--- config.mk ---
export PLATFORM = sky130hd
export DESIGN_NAME = half_edge_cycle_order_unit
export DESIGN_NICKNAME = d
export VERILOG_FILES = /design/src/sv/hec_pkg.sv /design/src/sv/hec_ctrl.sv /design/src/sv/hec_datapath.sv /design/src/sv/half_edge_cycle_order_unit.sv
export SDC_FILE = /design/constraint.sdc
export NUM_CORES = 1
export LEC_CHECK = 0
export BUFFER_PORTS_ARGS = -buffer_cell sky130_fd_sc_hd__buf_4
export CORE_MARGIN = 5
export CORE_UTILIZATION = 38
export CTS_CLUSTER_SIZE = 12
export DETAILED_ROUTE_END_ITERATION = 12
export SLEW_MARGIN = 20
export SYNTH_ARGS = -nofsm -noshare
export SYNTH_HDL_FRONTEND = slang
export SYNTH_SLANG_ARGS = --single-unit
--- constraint.sdc ---
create_clock -name clock -period 8.4 [get_ports clock]
set_input_delay 0 -clock clock [delete_from_list [all_inputs] [get_ports clock]]
set_output_delay 0 -clock clock [all_outputs]
set_load 0.01 [all_outputs]
--- src/sv/hec_pkg.sv ---
`timescale 1ns / 1ps

package hec_pkg;

   localparam int MAX_HE     = 16;
   localparam int MIN_HE     = 3;
   localparam int IDX_W      = $clog2(MAX_HE);
   localparam int CNT_W      = $clog2(MAX_HE + 1);
   localparam int FACE_W     = 16;
   localparam int REC_W      = 6 + 2 * FACE_W;
   localparam int REQ_DATA_W = ((REC_W + 7) / 8) * 8;
   localparam int RSP_W      = IDX_W + 3;
   localparam int RSP_DATA_W = ((RSP_W + 7) / 8) * 8;

   // Packed so that the lowest bit of tdata lands in has_edge.
   typedef struct packed {
      logic              slot1_right;
      logic [FACE_W-1:0] slot1_face;
      logic              slot1_valid;
      logic              slot0_right;
      logic [FACE_W-1:0] slot0_face;
      logic              slot0_valid;
      logic              at_start;
      logic              has_edge;
   } hec_rec_type;

   typedef enum logic [2:0] {
      ST_OK           = 3'd0,
      ST_TOO_FEW      = 3'd1,
      ST_CLOSED_EARLY = 3'd2,
      ST_NO_RIGHT     = 3'd3,
      ST_NO_NEXT      = 3'd4,
      ST_MULTI_NEXT   = 3'd5,
      ST_NOT_CLOSED   = 3'd6
   } status_type;

   typedef enum logic [2:0] {
      S_LOAD,
      S_START,
      S_STEP,
      S_RIGHT,
      S_SCAN_RD,
      S_SCAN_EV,
      S_DECIDE,
      S_EMIT
   } state_type;

   typedef struct packed {
      logic       load;
      logic       start;
      logic       mark;
      logic       take_face;
      logic       scan_rd;
      logic       scan_ev;
      logic       advance;
      logic       set_status;
      status_type status;
      logic       emit;
      logic       clear;
   } hec_cmd_type;

   typedef struct packed {
      logic count_lt3;
      logic step_done;
      logic cur_visited;
      logic cur_zero;
      logic right_ok;
      logic scan_done;
      logic found_zero;
      logic found_multi;
      logic out_last;
      logic out_free;
   } hec_sts_type;

endpackage

--- src/sv/hec_ctrl.sv ---
`timescale 1ns / 1ps

module hec_ctrl
   import hec_pkg::*;
(
   input  logic        clock,
   input  logic        reset,
   input  logic        req_tvalid,
   input  logic        req_tlast,
   output logic        req_tready,
   input  hec_sts_type sts,
   output hec_cmd_type cmd
);

   state_type state_ff;
   state_type state_in;

   always_comb begin
      state_in = state_ff;
      case (state_ff)
         S_LOAD: begin
            if (req_tvalid && req_tlast) state_in = S_START;
         end
         S_START: begin
            state_in = sts.count_lt3 ? S_EMIT : S_STEP;
         end
         S_STEP: begin
            state_in = (sts.step_done || sts.cur_visited) ? S_EMIT : S_RIGHT;
         end
         S_RIGHT: begin
            state_in = sts.right_ok ? S_SCAN_RD : S_EMIT;
         end
         S_SCAN_RD: begin
            state_in = sts.scan_done ? S_DECIDE : S_SCAN_EV;
         end
         S_SCAN_EV: begin
            state_in = S_SCAN_RD;
         end
         S_DECIDE: begin
            state_in = (sts.found_zero || sts.found_multi) ? S_EMIT : S_STEP;
         end
         S_EMIT: begin
            if (sts.out_free && sts.out_last) state_in = S_LOAD;
         end
         default: begin
            state_in = S_LOAD;
         end
      endcase
   end

   always_comb begin
      cmd        = '0;
      cmd.status = ST_OK;
      req_tready = 1'b0;
      case (state_ff)
         S_LOAD: begin
            req_tready = 1'b1;
            cmd.load   = req_tvalid;
         end
         S_START: begin
            cmd.start = 1'b1;
            if (sts.count_lt3) begin
               cmd.set_status = 1'b1;
               cmd.status     = ST_TOO_FEW;
            end
         end
         S_STEP: begin
            if (sts.step_done) begin
               cmd.set_status = 1'b1;
               cmd.status     = sts.cur_zero ? ST_OK : ST_NOT_CLOSED;
            end else if (sts.cur_visited) begin
               cmd.set_status = 1'b1;
               cmd.status     = ST_CLOSED_EARLY;
            end else begin
               cmd.mark = 1'b1;
            end
         end
         S_RIGHT: begin
            if (sts.right_ok) begin
               cmd.take_face = 1'b1;
            end else begin
               cmd.set_status = 1'b1;
               cmd.status     = ST_NO_RIGHT;
            end
         end
         S_SCAN_RD: begin
            cmd.scan_rd = !sts.scan_done;
         end
         S_SCAN_EV: begin
            cmd.scan_ev = 1'b1;
         end
         S_DECIDE: begin
            if (sts.found_zero) begin
               cmd.set_status = 1'b1;
               cmd.status     = ST_NO_NEXT;
            end else if (sts.found_multi) begin
               cmd.set_status = 1'b1;
               cmd.status     = ST_MULTI_NEXT;
            end else begin
               cmd.advance = 1'b1;
            end
         end
         S_EMIT: begin
            cmd.emit  = sts.out_free;
            cmd.clear = sts.out_free && sts.out_last;
         end
         default: begin
            cmd = '0;
         end
      endcase
   end

   always_ff @(posedge clock) begin
      if (reset) begin
         state_ff <= S_LOAD;
      end else begin
         state_ff <= state_in;
      end
   end

endmodule

--- src/sv/hec_datapath.sv ---
`timescale 1ns / 1ps

module hec_datapath
   import hec_pkg::*;
(
   input  logic                  clock,
   input  logic                  reset,
   input  logic [REQ_DATA_W-1:0] req_tdata,
   output logic                  rsp_tvalid,
   input  logic                  rsp_tready,
   output logic [RSP_DATA_W-1:0] rsp_tdata,
   output logic                  rsp_tlast,
   input  hec_cmd_type           cmd,
   output hec_sts_type           sts
);

   // A slot decides the side of a face only if it is the first slot holding it.
   function automatic logic left_of(hec_rec_type r, logic [FACE_W-1:0] f);
      logic hit0;
      logic hit1;
      hit0 = r.slot0_valid && (r.slot0_face == f);
      hit1 = r.slot1_valid && (r.slot1_face == f);
      if (!r.has_edge) return 1'b0;
      if (hit0) return r.slot0_right != r.at_start;
      return hit1 && (r.slot1_right != r.at_start);
   endfunction

   hec_rec_type            rec_mem [MAX_HE];
   hec_rec_type            rd_rec_ff;
   logic [IDX_W-1:0]       order_ff [MAX_HE];

   logic [CNT_W-1:0]       count_ff,   count_in;
   logic [IDX_W-1:0]       cur_ff,     cur_in;
   logic [IDX_W-1:0]       next_ff,    next_in;
   logic [CNT_W-1:0]       step_ff,    step_in;
   logic [CNT_W-1:0]       scan_ff,    scan_in;
   logic [1:0]             found_ff,   found_in;
   logic [MAX_HE-1:0]      visited_ff, visited_in;
   logic [FACE_W-1:0]      face_ff,    face_in;
   status_type             status_ff,  status_in;
   logic [IDX_W-1:0]       out_idx_ff, out_idx_in;
   logic                   rsp_valid_ff, rsp_valid_in;
   logic [RSP_DATA_W-1:0]  rsp_data_ff,  rsp_data_in;
   logic                   rsp_last_ff,  rsp_last_in;

   hec_rec_type            req_rec;
   logic [IDX_W-1:0]       rd_addr;
   logic                   rd_en;
   logic                   right_ok;
   logic [FACE_W-1:0]      right_face;
   logic                   left_hit;
   logic [IDX_W-1:0]       out_src;
   logic                   out_last;

   assign req_rec = hec_rec_type'(req_tdata[REC_W-1:0]);
   assign rd_en   = cmd.mark || cmd.scan_rd;
   assign rd_addr = cmd.mark ? cur_ff : scan_ff[IDX_W-1:0];

   always_ff @(posedge clock) begin
      if (cmd.load && (count_ff < CNT_W'(MAX_HE))) begin
         rec_mem[count_ff[IDX_W-1:0]] <= req_rec;
      end
      if (rd_en) begin
         rd_rec_ff <= rec_mem[rd_addr];
      end
      if (cmd.mark) begin
         order_ff[step_ff[IDX_W-1:0]] <= cur_ff;
      end
   end

   // Right face of the current half-edge. Slot 1 only counts when slot 0 does
   // not already hold the same face.
   always_comb begin
      right_ok   = 1'b0;
      right_face = rd_rec_ff.slot0_face;
      if (rd_rec_ff.has_edge) begin
         if (rd_rec_ff.slot0_valid && (rd_rec_ff.slot0_right == rd_rec_ff.at_start)) begin
            right_ok = 1'b1;
         end else if (rd_rec_ff.slot1_valid &&
                      !(rd_rec_ff.slot0_valid &&
                        (rd_rec_ff.slot0_face == rd_rec_ff.slot1_face)) &&
                      (rd_rec_ff.slot1_right == rd_rec_ff.at_start)) begin
            right_ok   = 1'b1;
            right_face = rd_rec_ff.slot1_face;
         end
      end
   end

   assign left_hit = left_of(rd_rec_ff, face_ff) && (scan_ff != {1'b0, cur_ff});
   assign out_last = ((CNT_W'(out_idx_ff) + CNT_W'(1)) == count_ff);
   assign out_src  = (status_ff == ST_OK) ? order_ff[out_idx_ff] : out_idx_ff;

   always_comb begin
      count_in     = count_ff;
      cur_in       = cur_ff;
      next_in      = next_ff;
      step_in      = step_ff;
      scan_in      = scan_ff;
      found_in     = found_ff;
      visited_in   = visited_ff;
      face_in      = face_ff;
      status_in    = status_ff;
      out_idx_in   = out_idx_ff;
      rsp_valid_in = rsp_valid_ff;
      rsp_data_in  = rsp_data_ff;
      rsp_last_in  = rsp_last_ff;

      if (cmd.load && (count_ff < CNT_W'(MAX_HE))) begin
         count_in = count_ff + CNT_W'(1);
      end
      if (cmd.start) begin
         cur_in     = '0;
         step_in    = '0;
         visited_in = '0;
         out_idx_in = '0;
      end
      if (cmd.mark) begin
         visited_in[cur_ff] = 1'b1;
      end
      if (cmd.take_face) begin
         face_in  = right_face;
         scan_in  = '0;
         found_in = 2'd0;
      end
      if (cmd.scan_ev) begin
         scan_in = scan_ff + CNT_W'(1);
         if (left_hit) begin
            if (found_ff == 2'd0) begin
               next_in  = scan_ff[IDX_W-1:0];
               found_in = 2'd1;
            end else begin
               found_in = 2'd2;
            end
         end
      end
      if (cmd.advance) begin
         cur_in  = next_ff;
         step_in = step_ff + CNT_W'(1);
      end
      if (cmd.set_status) begin
         status_in = cmd.status;
      end

      if (cmd.emit) begin
         rsp_valid_in = 1'b1;
         rsp_data_in  = RSP_DATA_W'({status_ff, out_src});
         rsp_last_in  = out_last;
         out_idx_in   = out_idx_ff + IDX_W'(1);
      end else if (rsp_tready) begin
         rsp_valid_in = 1'b0;
      end
      if (cmd.clear) begin
         count_in = '0;
      end
   end

   always_ff @(posedge clock) begin
      if (reset) begin
         count_ff     <= '0;
         visited_ff   <= '0;
         found_ff     <= 2'd0;
         scan_ff      <= '0;
         step_ff      <= '0;
         cur_ff       <= '0;
         out_idx_ff   <= '0;
         status_ff    <= ST_OK;
         rsp_valid_ff <= 1'b0;
      end else begin
         count_ff     <= count_in;
         visited_ff   <= visited_in;
         found_ff     <= found_in;
         scan_ff      <= scan_in;
         step_ff      <= step_in;
         cur_ff       <= cur_in;
         out_idx_ff   <= out_idx_in;
         status_ff    <= status_in;
         rsp_valid_ff <= rsp_valid_in;
      end
      next_ff     <= next_in;
      face_ff     <= face_in;
      rsp_data_ff <= rsp_data_in;
      rsp_last_ff <= rsp_last_in;
   end

   assign sts.count_lt3   = count_ff < CNT_W'(MIN_HE);
   assign sts.step_done   = step_ff == count_ff;
   assign sts.cur_visited = visited_ff[cur_ff];
   assign sts.cur_zero    = cur_ff == '0;
   assign sts.right_ok    = right_ok;
   assign sts.scan_done   = scan_ff == count_ff;
   assign sts.found_zero  = found_ff == 2'd0;
   assign sts.found_multi = found_ff == 2'd2;
   assign sts.out_last    = out_last;
   assign sts.out_free    = !rsp_valid_ff || rsp_tready;

   assign rsp_tvalid = rsp_valid_ff;
   assign rsp_tdata  = rsp_data_ff;
   assign rsp_tlast  = rsp_last_ff;

endmodule

--- src/sv/half_edge_cycle_order_unit.sv ---
`timescale 1ns / 1ps
// Channel   Direction  Item                          Handshake
// req_*     in         one half-edge record          tvalid/tready, tlast ends the vertex
// rsp_*     out        one source index with status  tvalid/tready, tlast ends the order
//
// On the closing record the walk starts; each walk step, for n stored
// half-edges, does one record memory read for the current half-edge, then
// a scan of all n records through the same read port. Results then leave at
// one per cycle from the output register while the receiver takes them.
// Reset is synchronous and clears the record count and the controller.
// A stalled result holds in the output register; records are not taken until
// the last result of the vertex has been loaded into it.

module half_edge_cycle_order_unit
   import hec_pkg::*;
(
   input  logic                  clock,
   input  logic                  reset,
   // req_tdata, low bit up: has_edge, at_start, slot0_valid, slot0_face[16],
   // slot0_right, slot1_valid, slot1_face[16], slot1_right, zero fill
   input  logic                  req_tvalid,
   output logic                  req_tready,
   input  logic [REQ_DATA_W-1:0] req_tdata,
   input  logic                  req_tlast,
   // rsp_tdata, low bit up: source_index[4], status[3], zero fill
   output logic                  rsp_tvalid,
   input  logic                  rsp_tready,
   output logic [RSP_DATA_W-1:0] rsp_tdata,
   output logic                  rsp_tlast
);

   hec_cmd_type cmd;
   hec_sts_type sts;

   hec_ctrl u_ctrl (
      .clock      (clock),
      .reset      (reset),
      .req_tvalid (req_tvalid),
      .req_tlast  (req_tlast),
      .req_tready (req_tready),
      .sts        (sts),
      .cmd        (cmd)
   );

   hec_datapath u_datapath (
      .clock      (clock),
      .reset      (reset),
      .req_tdata  (req_tdata),
      .rsp_tvalid (rsp_tvalid),
      .rsp_tready (rsp_tready),
      .rsp_tdata  (rsp_tdata),
      .rsp_tlast  (rsp_tlast),
      .cmd        (cmd),
      .sts        (sts)
   );

   // Records are never taken while results are being loaded.
   a_no_load_during_emit: assert property (@(posedge clock) disable iff (reset)
      !(req_tready && cmd.emit))
      else $error("record accepted while emitting results");

   // Loading the last result returns the block to taking records.
   a_clear_reopens: assert property (@(posedge clock) disable iff (reset)
      cmd.clear |=> req_tready)
      else $error("block did not reopen after the last result");

   // Once a status is decided the walk does not take another step.
   a_status_ends_walk: assert property (@(posedge clock) disable iff (reset)
      cmd.set_status |=> !cmd.mark && !cmd.advance)
      else $error("walk continued after its status was set");

   // A result is only loaded into a free output register.
   a_emit_free: assert property (@(posedge clock) disable iff (reset)
      cmd.emit |-> (!rsp_tvalid || rsp_tready))
      else $error("result overwrote a waiting result");

endmodule
==> results of run 1 <==
[layer usage]
metal	track usage, %	share of wire (%)	routed length [µm]	vias up
met5	0	0	0	-
met4	6.77	3.0	3500	0
met3	3.12	8.5	9780	231
met2	33.1	46	52800	1285
met1	28.9	42	48700	14200
li1	-	-	-	12900
[worst paths after layout]
kind / start / to / cells past startpoint
hold reg to reg: u_datapath.visited_ff[3] / u_datapath.visited_ff[3] / 2
setup reg to reg: u_datapath.cur_ff[2] / u_datapath.rd_rec_ff[13] / 9
setup / recovery: u_datapath.cur_ff[2] / u_datapath.rd_rec_ff[13] / 9
hold / removal: req_tdata[31] / u_datapath.rec_mem[1][31] / 2
[power by group]
group / total [mW] / leakage, nW / switching (mW) / internal (mW)
Combinational: 1.25 / 5.82 / 0.859 / 0.394
Sequential: 4.65 / 7.09 / 0.133 / 4.51
Clock: 3.56 / 1.27 / 1.52 / 2.03
[cells in the mapped netlist, types with 5 or more instances]
| master | n | area share, % |
|---|---|---|
| a211oi_1 | 232 | 4.5 |
| a21oi_1 | 144 | 1.9 |
| a22oi_1 | 201 | 3.9 |
| a311oi_1 | 40 | 0.91 |
| a31oi_1 | 9 | 0.15 |
| a32oi_1 | 5 | 0.11 |
| and3_1 | 6 | 0.098 |
| buf_1 | 25 | 0.24 |
| buf_2 | 54 | 0.71 |
| buf_4 | 5 | 0.098 |
| clkbuf_1 | 241 | 2.4 |
| dfxtp_1 | 52 | 2.7 |
| edfxtp_1 | 738 | 58 |
| ha_1 | 10 | 0.33 |
| inv_1 | 13 | 0.13 |
| mux2_2 | 20 | 0.59 |
| mux4_2 | 24 | 1.4 |
| nand2_1 | 727 | 7.1 |
| nand2b_1 | 236 | 3.9 |
| nand3_1 | 100 | 1.3 |
| nand4_1 | 10 | 0.16 |
| nor2_1 | 80 | 0.78 |
| nor3_1 | 12 | 0.16 |
| nor4_1 | 10 | 0.16 |
| o2111ai_1 | 38 | 0.87 |
| o21ai_0 | 81 | 1.1 |
| o22ai_1 | 190 | 3.1 |
| or4_1 | 40 | 0.78 |
| xnor2_1 | 47 | 1.1 |
| xor2_1 | 26 | 0.59 |
[cell type report]
| class | count | area, µm² | area share, % |
|---|---|---|---|
| flip-flops and latches | 790 | 23200 | 54.2 |
| repair buffers | 157 | 1340 | 3.13 |
| clock buffers | 115 | 2290 | 5.35 |
| diodes | 1 | 2.50 | 0.00584 |
| multi-input cells | 2326 | 14000 | 32.7 |
| inverters | 13 | 61.3 | 0.143 |
| well taps | 1298 | 1620 | 3.79 |
| clock inverters | 37 | 302 | 0.704 |
[worst reg2reg max path, cell delays in order (launching register included)]
cell and delay (ns):
dfxtp_1 0.90, nor2_1 0.41, nand2_1 0.20, and4_4 0.78, buf_4 0.90, a211oi_4 0.35, buf_4 0.46, o22ai_1 0.28
o2111ai_1 0.25, or4_1 0.57
[stage by stage]
step	cell area [µm²]	power, mW	utilization, %	hold slack (ns)	setup WS [ns]
floorplan	38300	5.49	-	0.0989	3.58
global placement	39800	5.92	39.7	0.299	3.16
detailed placement	39800	5.94	39.7	0.302	3.13
CTS	42800	9.49	42.7	0.169	3.13
global route	42800	9.77	42.8	0.215	2.87
finish	42800	9.46	42.8	0.202	3.06
[flip-flops by register name, indices dropped and copies added (netlist names), named ones only]
register and flops:
u_datapath.rec_mem 608, u_datapath.order_ff 64, u_datapath.rd_rec_ff 38, u_datapath.face_ff 16
u_datapath.visited_ff 16, u_datapath.rsp_tdata 7, u_datapath.count_ff 5, u_datapath.scan_ff 5
u_datapath.step_ff 5, u_datapath.cur_ff 4, u_datapath.next_ff 4, u_datapath.out_idx_ff 4
u_ctrl.state_ff 3, u_datapath.status_ff 3, u_datapath.found_ff 2, u_datapath.rsp_tlast 1
u_datapath.rsp_tvalid 1
[kinds of logic after synthesis]
logic type,count (synthesis),share of synthesized area (%)
XOR/XNOR,73,1.67
other,1,0.00979
AO/OA/AOI/OAI,958,17.0
multiplexers,45,2.02
buffers and inverters,342,3.65
AND/OR/NAND/NOR,1239,14.8
adder cells (fa/ha/maj),10,0.326
flip-flops,790,60.5
==> run metrics, run 1 <==
residual DRC count 0; top fanout value on the critical path 61; Yosys warnings 0; CP Buf/Inv Count 2; most frequent cells in the layout edfxtp_1 (738), nand2_1 (726), nand2b_1 (236); deepest level of the CTS H-tree 3; commonest non-fill, non-tap cell in the layout edfxtp_1; standard-cell row count ~120; Hold WC Path Type in -> reg; global-route congestion overflow total 0; Layout fillers between 9000 and 10000; number of DRC markers after the initial detailed-route iteration between 3000 and 4000; core area 100000 µm²; fraction of registers with async set/reset 0%; class of the most critical setup path reg -> reg; setup slack, reg-to-reg around 3 ns; Final ANT Viol Nets 0; sort of element at the start of the critical path register; total clock buffers created by CTS 85; setup fix buffers added after clock tree synthesis 0; fin. max-slew vios 0; clock tree from TritonCTS yes; number of top-level pins 56; Lkg Pwr 14.2 nW; proportion of layout cells with a drive suffix above 1 9.08%; maximum clock path buffer count 3; vias in the first global route 27500; initial standard-cell utilization of the core 38.3%; most frequently used flop master after synthesis edfxtp_1; critical path endpoint category register; worst ir drop on vdd 0.153 mV; cell type of the slowest stage on the worst timing path dfxtp_1; Die X 328 µm; final hold violation count 0; setup repair after global routing missed its margin false; Worst-Margin Slew 0.980 ns; maximum number of pins on one net before global-route repair 215; peak clock frequency supported by timing between 0.15 and 0.2 GHz; mean instance size in the synthesized netlist 11.1 µm²; GP Congestion 0.788; average via count per standard cell a little over 6; flip-flop and latch count after synthesis 790; final setup violating endpoints 0; total global-route track usage 20.6%; Layout Nets 3428; wire length per cell 24.2 µm; Slew HR 34.4%; WP data arrival 5.73 ns; global-route wire length before repair 171 mm; clock edge transition at the registers on the reported setup and hold paths 0.06 ns; final std cells w/o fill roughly 4700; routed wire length 115 mm; EDFF count, synth between 700 and 800; total die area between 100000 and 150000 µm²; aggregate negative setup slack 0 ns; DP Wirelength 57.2 mm; routed vias 28600; longest individual stage delay on the worst path 0.90 ns; Worst Clk Skew 0.0176 ns; sequential share of the synthesized area 60.5%; count of maximum capacitance violations 0; power density cells 221 nW/µm²; DIE HEIGHT 328 µm; CTS Hold Buffers Added 44; Final period util 63.6%; initial antenna violation count 2; source-to-sink clock delay at the later pin of the worst-skew pair 0.65 ns; total standard cell area after synthesis 38300 µm²; synthesized instance count 3458; router iterations before antenna repair 6; Area growth, synth to finish 11.8%; Most common cell on crit path buf_4; clk root buf clkbuf_16; placed cell count 4539; Critical Path RT 8.78 ns; Final Critical Period 5.34 ns; status complete, no violations; CTS sink count 790; PortBufs 52; delay-heaviest family, CP simple AND/OR/NAND/NOR gates; post-synthesis net count between 3000 and 4000; Post-CTS Resized 0; CP cell instances nor2_1, nand2_1, and4_4, buf_4, a211oi_4, buf_4, o22ai_1, o2111ai_1, or4_1; count of cell types in the netlist 52
(Power assumes the default switching activity.)
==> run 2, diff against run 1 <==
==> constraint.sdc (replaced) <==
create_clock -name clock -period 5.4 [get_ports clock]
set_input_delay 0 -clock clock [delete_from_list [all_inputs] [get_ports clock]]
set_output_delay 0 -clock clock [all_outputs]
set_load 0.01 [all_outputs]
==> run metrics, run 2 (synthesis gave the netlist of run 1 again) <==
critical path endpoint category register; clock edge transition at the registers on the reported setup and hold paths 0.06 ns (about the same); class of the most critical setup path reg -> reg; Comb power frac 13.1% (-0.2 points); average via count per standard cell 6.01 (-0.47%); total clock buffers created by CTS 88 (+3.5%); initial antenna violation count 1 (-1); sort of element at the start of the critical path register; total placed instance area 40100 µm² (+0.76%); Final period util 78.2% (+15 points); vias in the first global route 27400 (-0.38%); residual DRC count 0 (unchanged); count of maximum capacitance violations 0 (unchanged); worst min-delay path endpoint u_datapath.rec_mem[11][25]; setup repair after global routing missed its margin false; Worst-Margin Slew 1.22 ns (+0.240 ns); total global-route track usage 20.6% (about the same); standard-cell row count 116 (unchanged); final setup violating endpoints 0 (unchanged); placed cell count 4554 (+0.33%); most frequent cells in the layout edfxtp_1 (738), nand2_1 (726), nand2b_1 (236); Die X 328 µm (unchanged); startpoint of the lowest-slack hold path req_tdata[25]; switching power summed over all nets 3.98 mW (+58%); routed vias 28600 (-0.087%); peak clock frequency supported by timing 0.237 GHz (+27%); Worst R2R Start u_datapath.cur_ff[0]; Hold WC Path Type in -> reg; dpl ws 1.22 ns (-1.91 ns); global-route congestion overflow total 0 (unchanged); hold slack final 0.176 ns (-0.0257 ns); proportion of layout cells with a drive suffix above 1 9.52% (+0.44 points); cell type of the slowest stage on the worst timing path dfxtp_1; Final ANT Viol Nets 0 (unchanged); worst path setup slack after routing 1.18 ns (-1.88 ns); number of DRC markers after the initial detailed-route iteration 3118 (+0.096%); power density cells 345 nW/µm² (+56%); startpoint of the worst setup timing path u_datapath.cur_ff[0]; FF+latch area 23200 µm² (unchanged); cell count of the worst hold path 2 (unchanged); number of top-level pins 56 (unchanged); Slew HR 18.4% (-16 points); worst ir drop on vdd 0.242 mV (+58%); Lkg Pwr 14.4 nW (+1.3%); utilization of the core after routing 43.2% (+0.43 points); global-route wire length before repair 172 mm (+0.16%); part of the power in the clock network 38.5% (+0.9 points); setup slack, reg-to-reg 1.18 ns (-1.88 ns); CTS sink count 790 (unchanged); status complete, no violations; total die area 107000 µm² (unchanged); number of cell instances on the worst register-to-register path 8 (-1); PortBufs 52 (unchanged); commonest non-fill, non-tap cell in the layout edfxtp_1; maximum number of pins on one net before global-route repair 230 (+7.0%); Worst Clk Skew 0.0542 ns (+0.0366 ns); routed wire length 114 mm (-0.54%); longest individual stage delay on the worst path 0.79 ns (-0.11 ns); Final Critical Period 4.22 ns (-1.12 ns); GP Congestion 0.813 (+3.2%); clock tree from TritonCTS yes; capture instance of the worst register-to-register path u_datapath.rd_rec_ff[21]; DIE HEIGHT 328 µm (unchanged); initial standard-cell utilization of the core 38.3% (unchanged); overall power after layout 14.9 mW (+58%); final std cells w/o fill 4755 (+0.38%); Area growth, synth to finish 12.9%; top fanout value on the critical path 45 (-26%); Layout fillers 9153 (-1.5%); multi-input combinational cell area 14000 µm² (unchanged); delay-heaviest family, CP simple AND/OR/NAND/NOR gates; router iterations before antenna repair 5 (-1); WP data arrival 4.62 ns (-1.11 ns); post-route cell area 43300 µm² (+1.0%); final hold violation count 0 (unchanged); CP cell instances mux4_2, nand3_1, and4_4, buf_4, a21oi_1, a311oi_1, o2111ai_1, or4_1; maximum clock path buffer count 3 (unchanged); aggregate negative setup slack 0 ns (unchanged); Critical Path RT 5.80 ns (-2.98 ns); Power Internal 11.0 mW (+58%); clk root buf clkbuf_16; DP Wirelength 61.7 mm (+7.8%); wire length per cell 24.0 µm (-0.92%); sequential cell fraction of total power 48.4% (-0.7 points); deepest level of the CTS H-tree 3 (unchanged); source-to-sink clock delay at the later pin of the worst-skew pair 0.67 ns (+0.02 ns); Layout Nets 3445 (+0.50%); flip-flop count of the largest register, all copies and words added 608 (unchanged); sw frac 26.6% (+0.041 points); CP Buf/Inv Count 1 (-1); core area 100000 µm² (unchanged); fin. max-slew vios 0 (unchanged)
## run 2: cell types whose count changed in the layout (fill, tap and decap cells not counted), moves of 2 or more
| cell | previous run | this run |
|---|---|---|
| buf_12 | 4 | 15 |
| clkinv_2 | 15 | 10 |
| clkinv_1 | 13 | 16 |
| buf_16 | 0 | 2 |
| clkbuf_1 | 27 | 25 |
| clkbuf_8 | 1 | 3 |
| clkinv_16 | 0 | 2 |
| clkinv_4 | 0 | 2 |
## run 2: what timing repair did
item	CTS	global route
hold endpoints to repair	657	0
setup buffers	0	0
gates resized for setup	0	0
hold buffers	44	0
## run 2: cell type report
cell class / instances / area share, %
Clock inverter: 40 / 0.926
Clock buffer: 116 / 5.40
Tap cell: 1298 / 3.75
Timing Repair Buffer: 171 / 3.75
Multi-Input combinational cell: 2326 / 32.4
Antenna cell: 1 / 0.00578
Inverter: 13 / 0.142
Sequential cell: 790 / 53.7
## run 2: worst max-delay path by stage
| stage | end | slack [ns] | depth (start not counted) |
|---|---|---|---|
| 2_1_floorplan | u_datapath.rd_rec_ff[0] | 0.58 | 6 |
| 6_report | u_datapath.rd_rec_ff[21] | 1.18 | 8 |
| 3_5_place_dp | u_datapath.rd_rec_ff[21] | 1.22 | 8 |
| 3_3_place_gp | u_datapath.rd_rec_ff[22] | 1.21 | 8 |
| 5_1_grt | u_datapath.rd_rec_ff[22] | 1.04 | 8 |
| 4_1_cts | u_datapath.rd_rec_ff[21] | 1.23 | 8 |
## run 2: worst reg2reg max path, delay by kind of cell, from the launching register on
| kind | cells | cell delay [ns] |
|---|---|---|
| AOI/OAI and AO/OA | 3 | 0.66 |
| buffers and inverters | 1 | 0.62 |
| DFF | 1 | 0.79 |
| muxes | 1 | 0.60 |
| and+or+nand+nor | 3 | 1.30 |
## run 2: metal layers
metal  GRT usage (%)  vias up  routed length [µm]
met5               0        -                   0
met4            7.48        0                4170
met3            3.12      249                8710
met2            33.7     1270               54000
met1            28.1    14100               47200
li1                -    12900                   -
## run 2: power groups by stage
stage	sequential, mW	combinational (mW)	clock, mW
2_1_floorplan	7.25	1.29	0
3_3_place_gp	7.35	1.89	0
3_5_place_dp	7.35	1.90	0
4_1_cts	7.22	1.94	5.83
5_1_grt	7.24	2.10	6.11
6_report	7.23	1.96	5.75
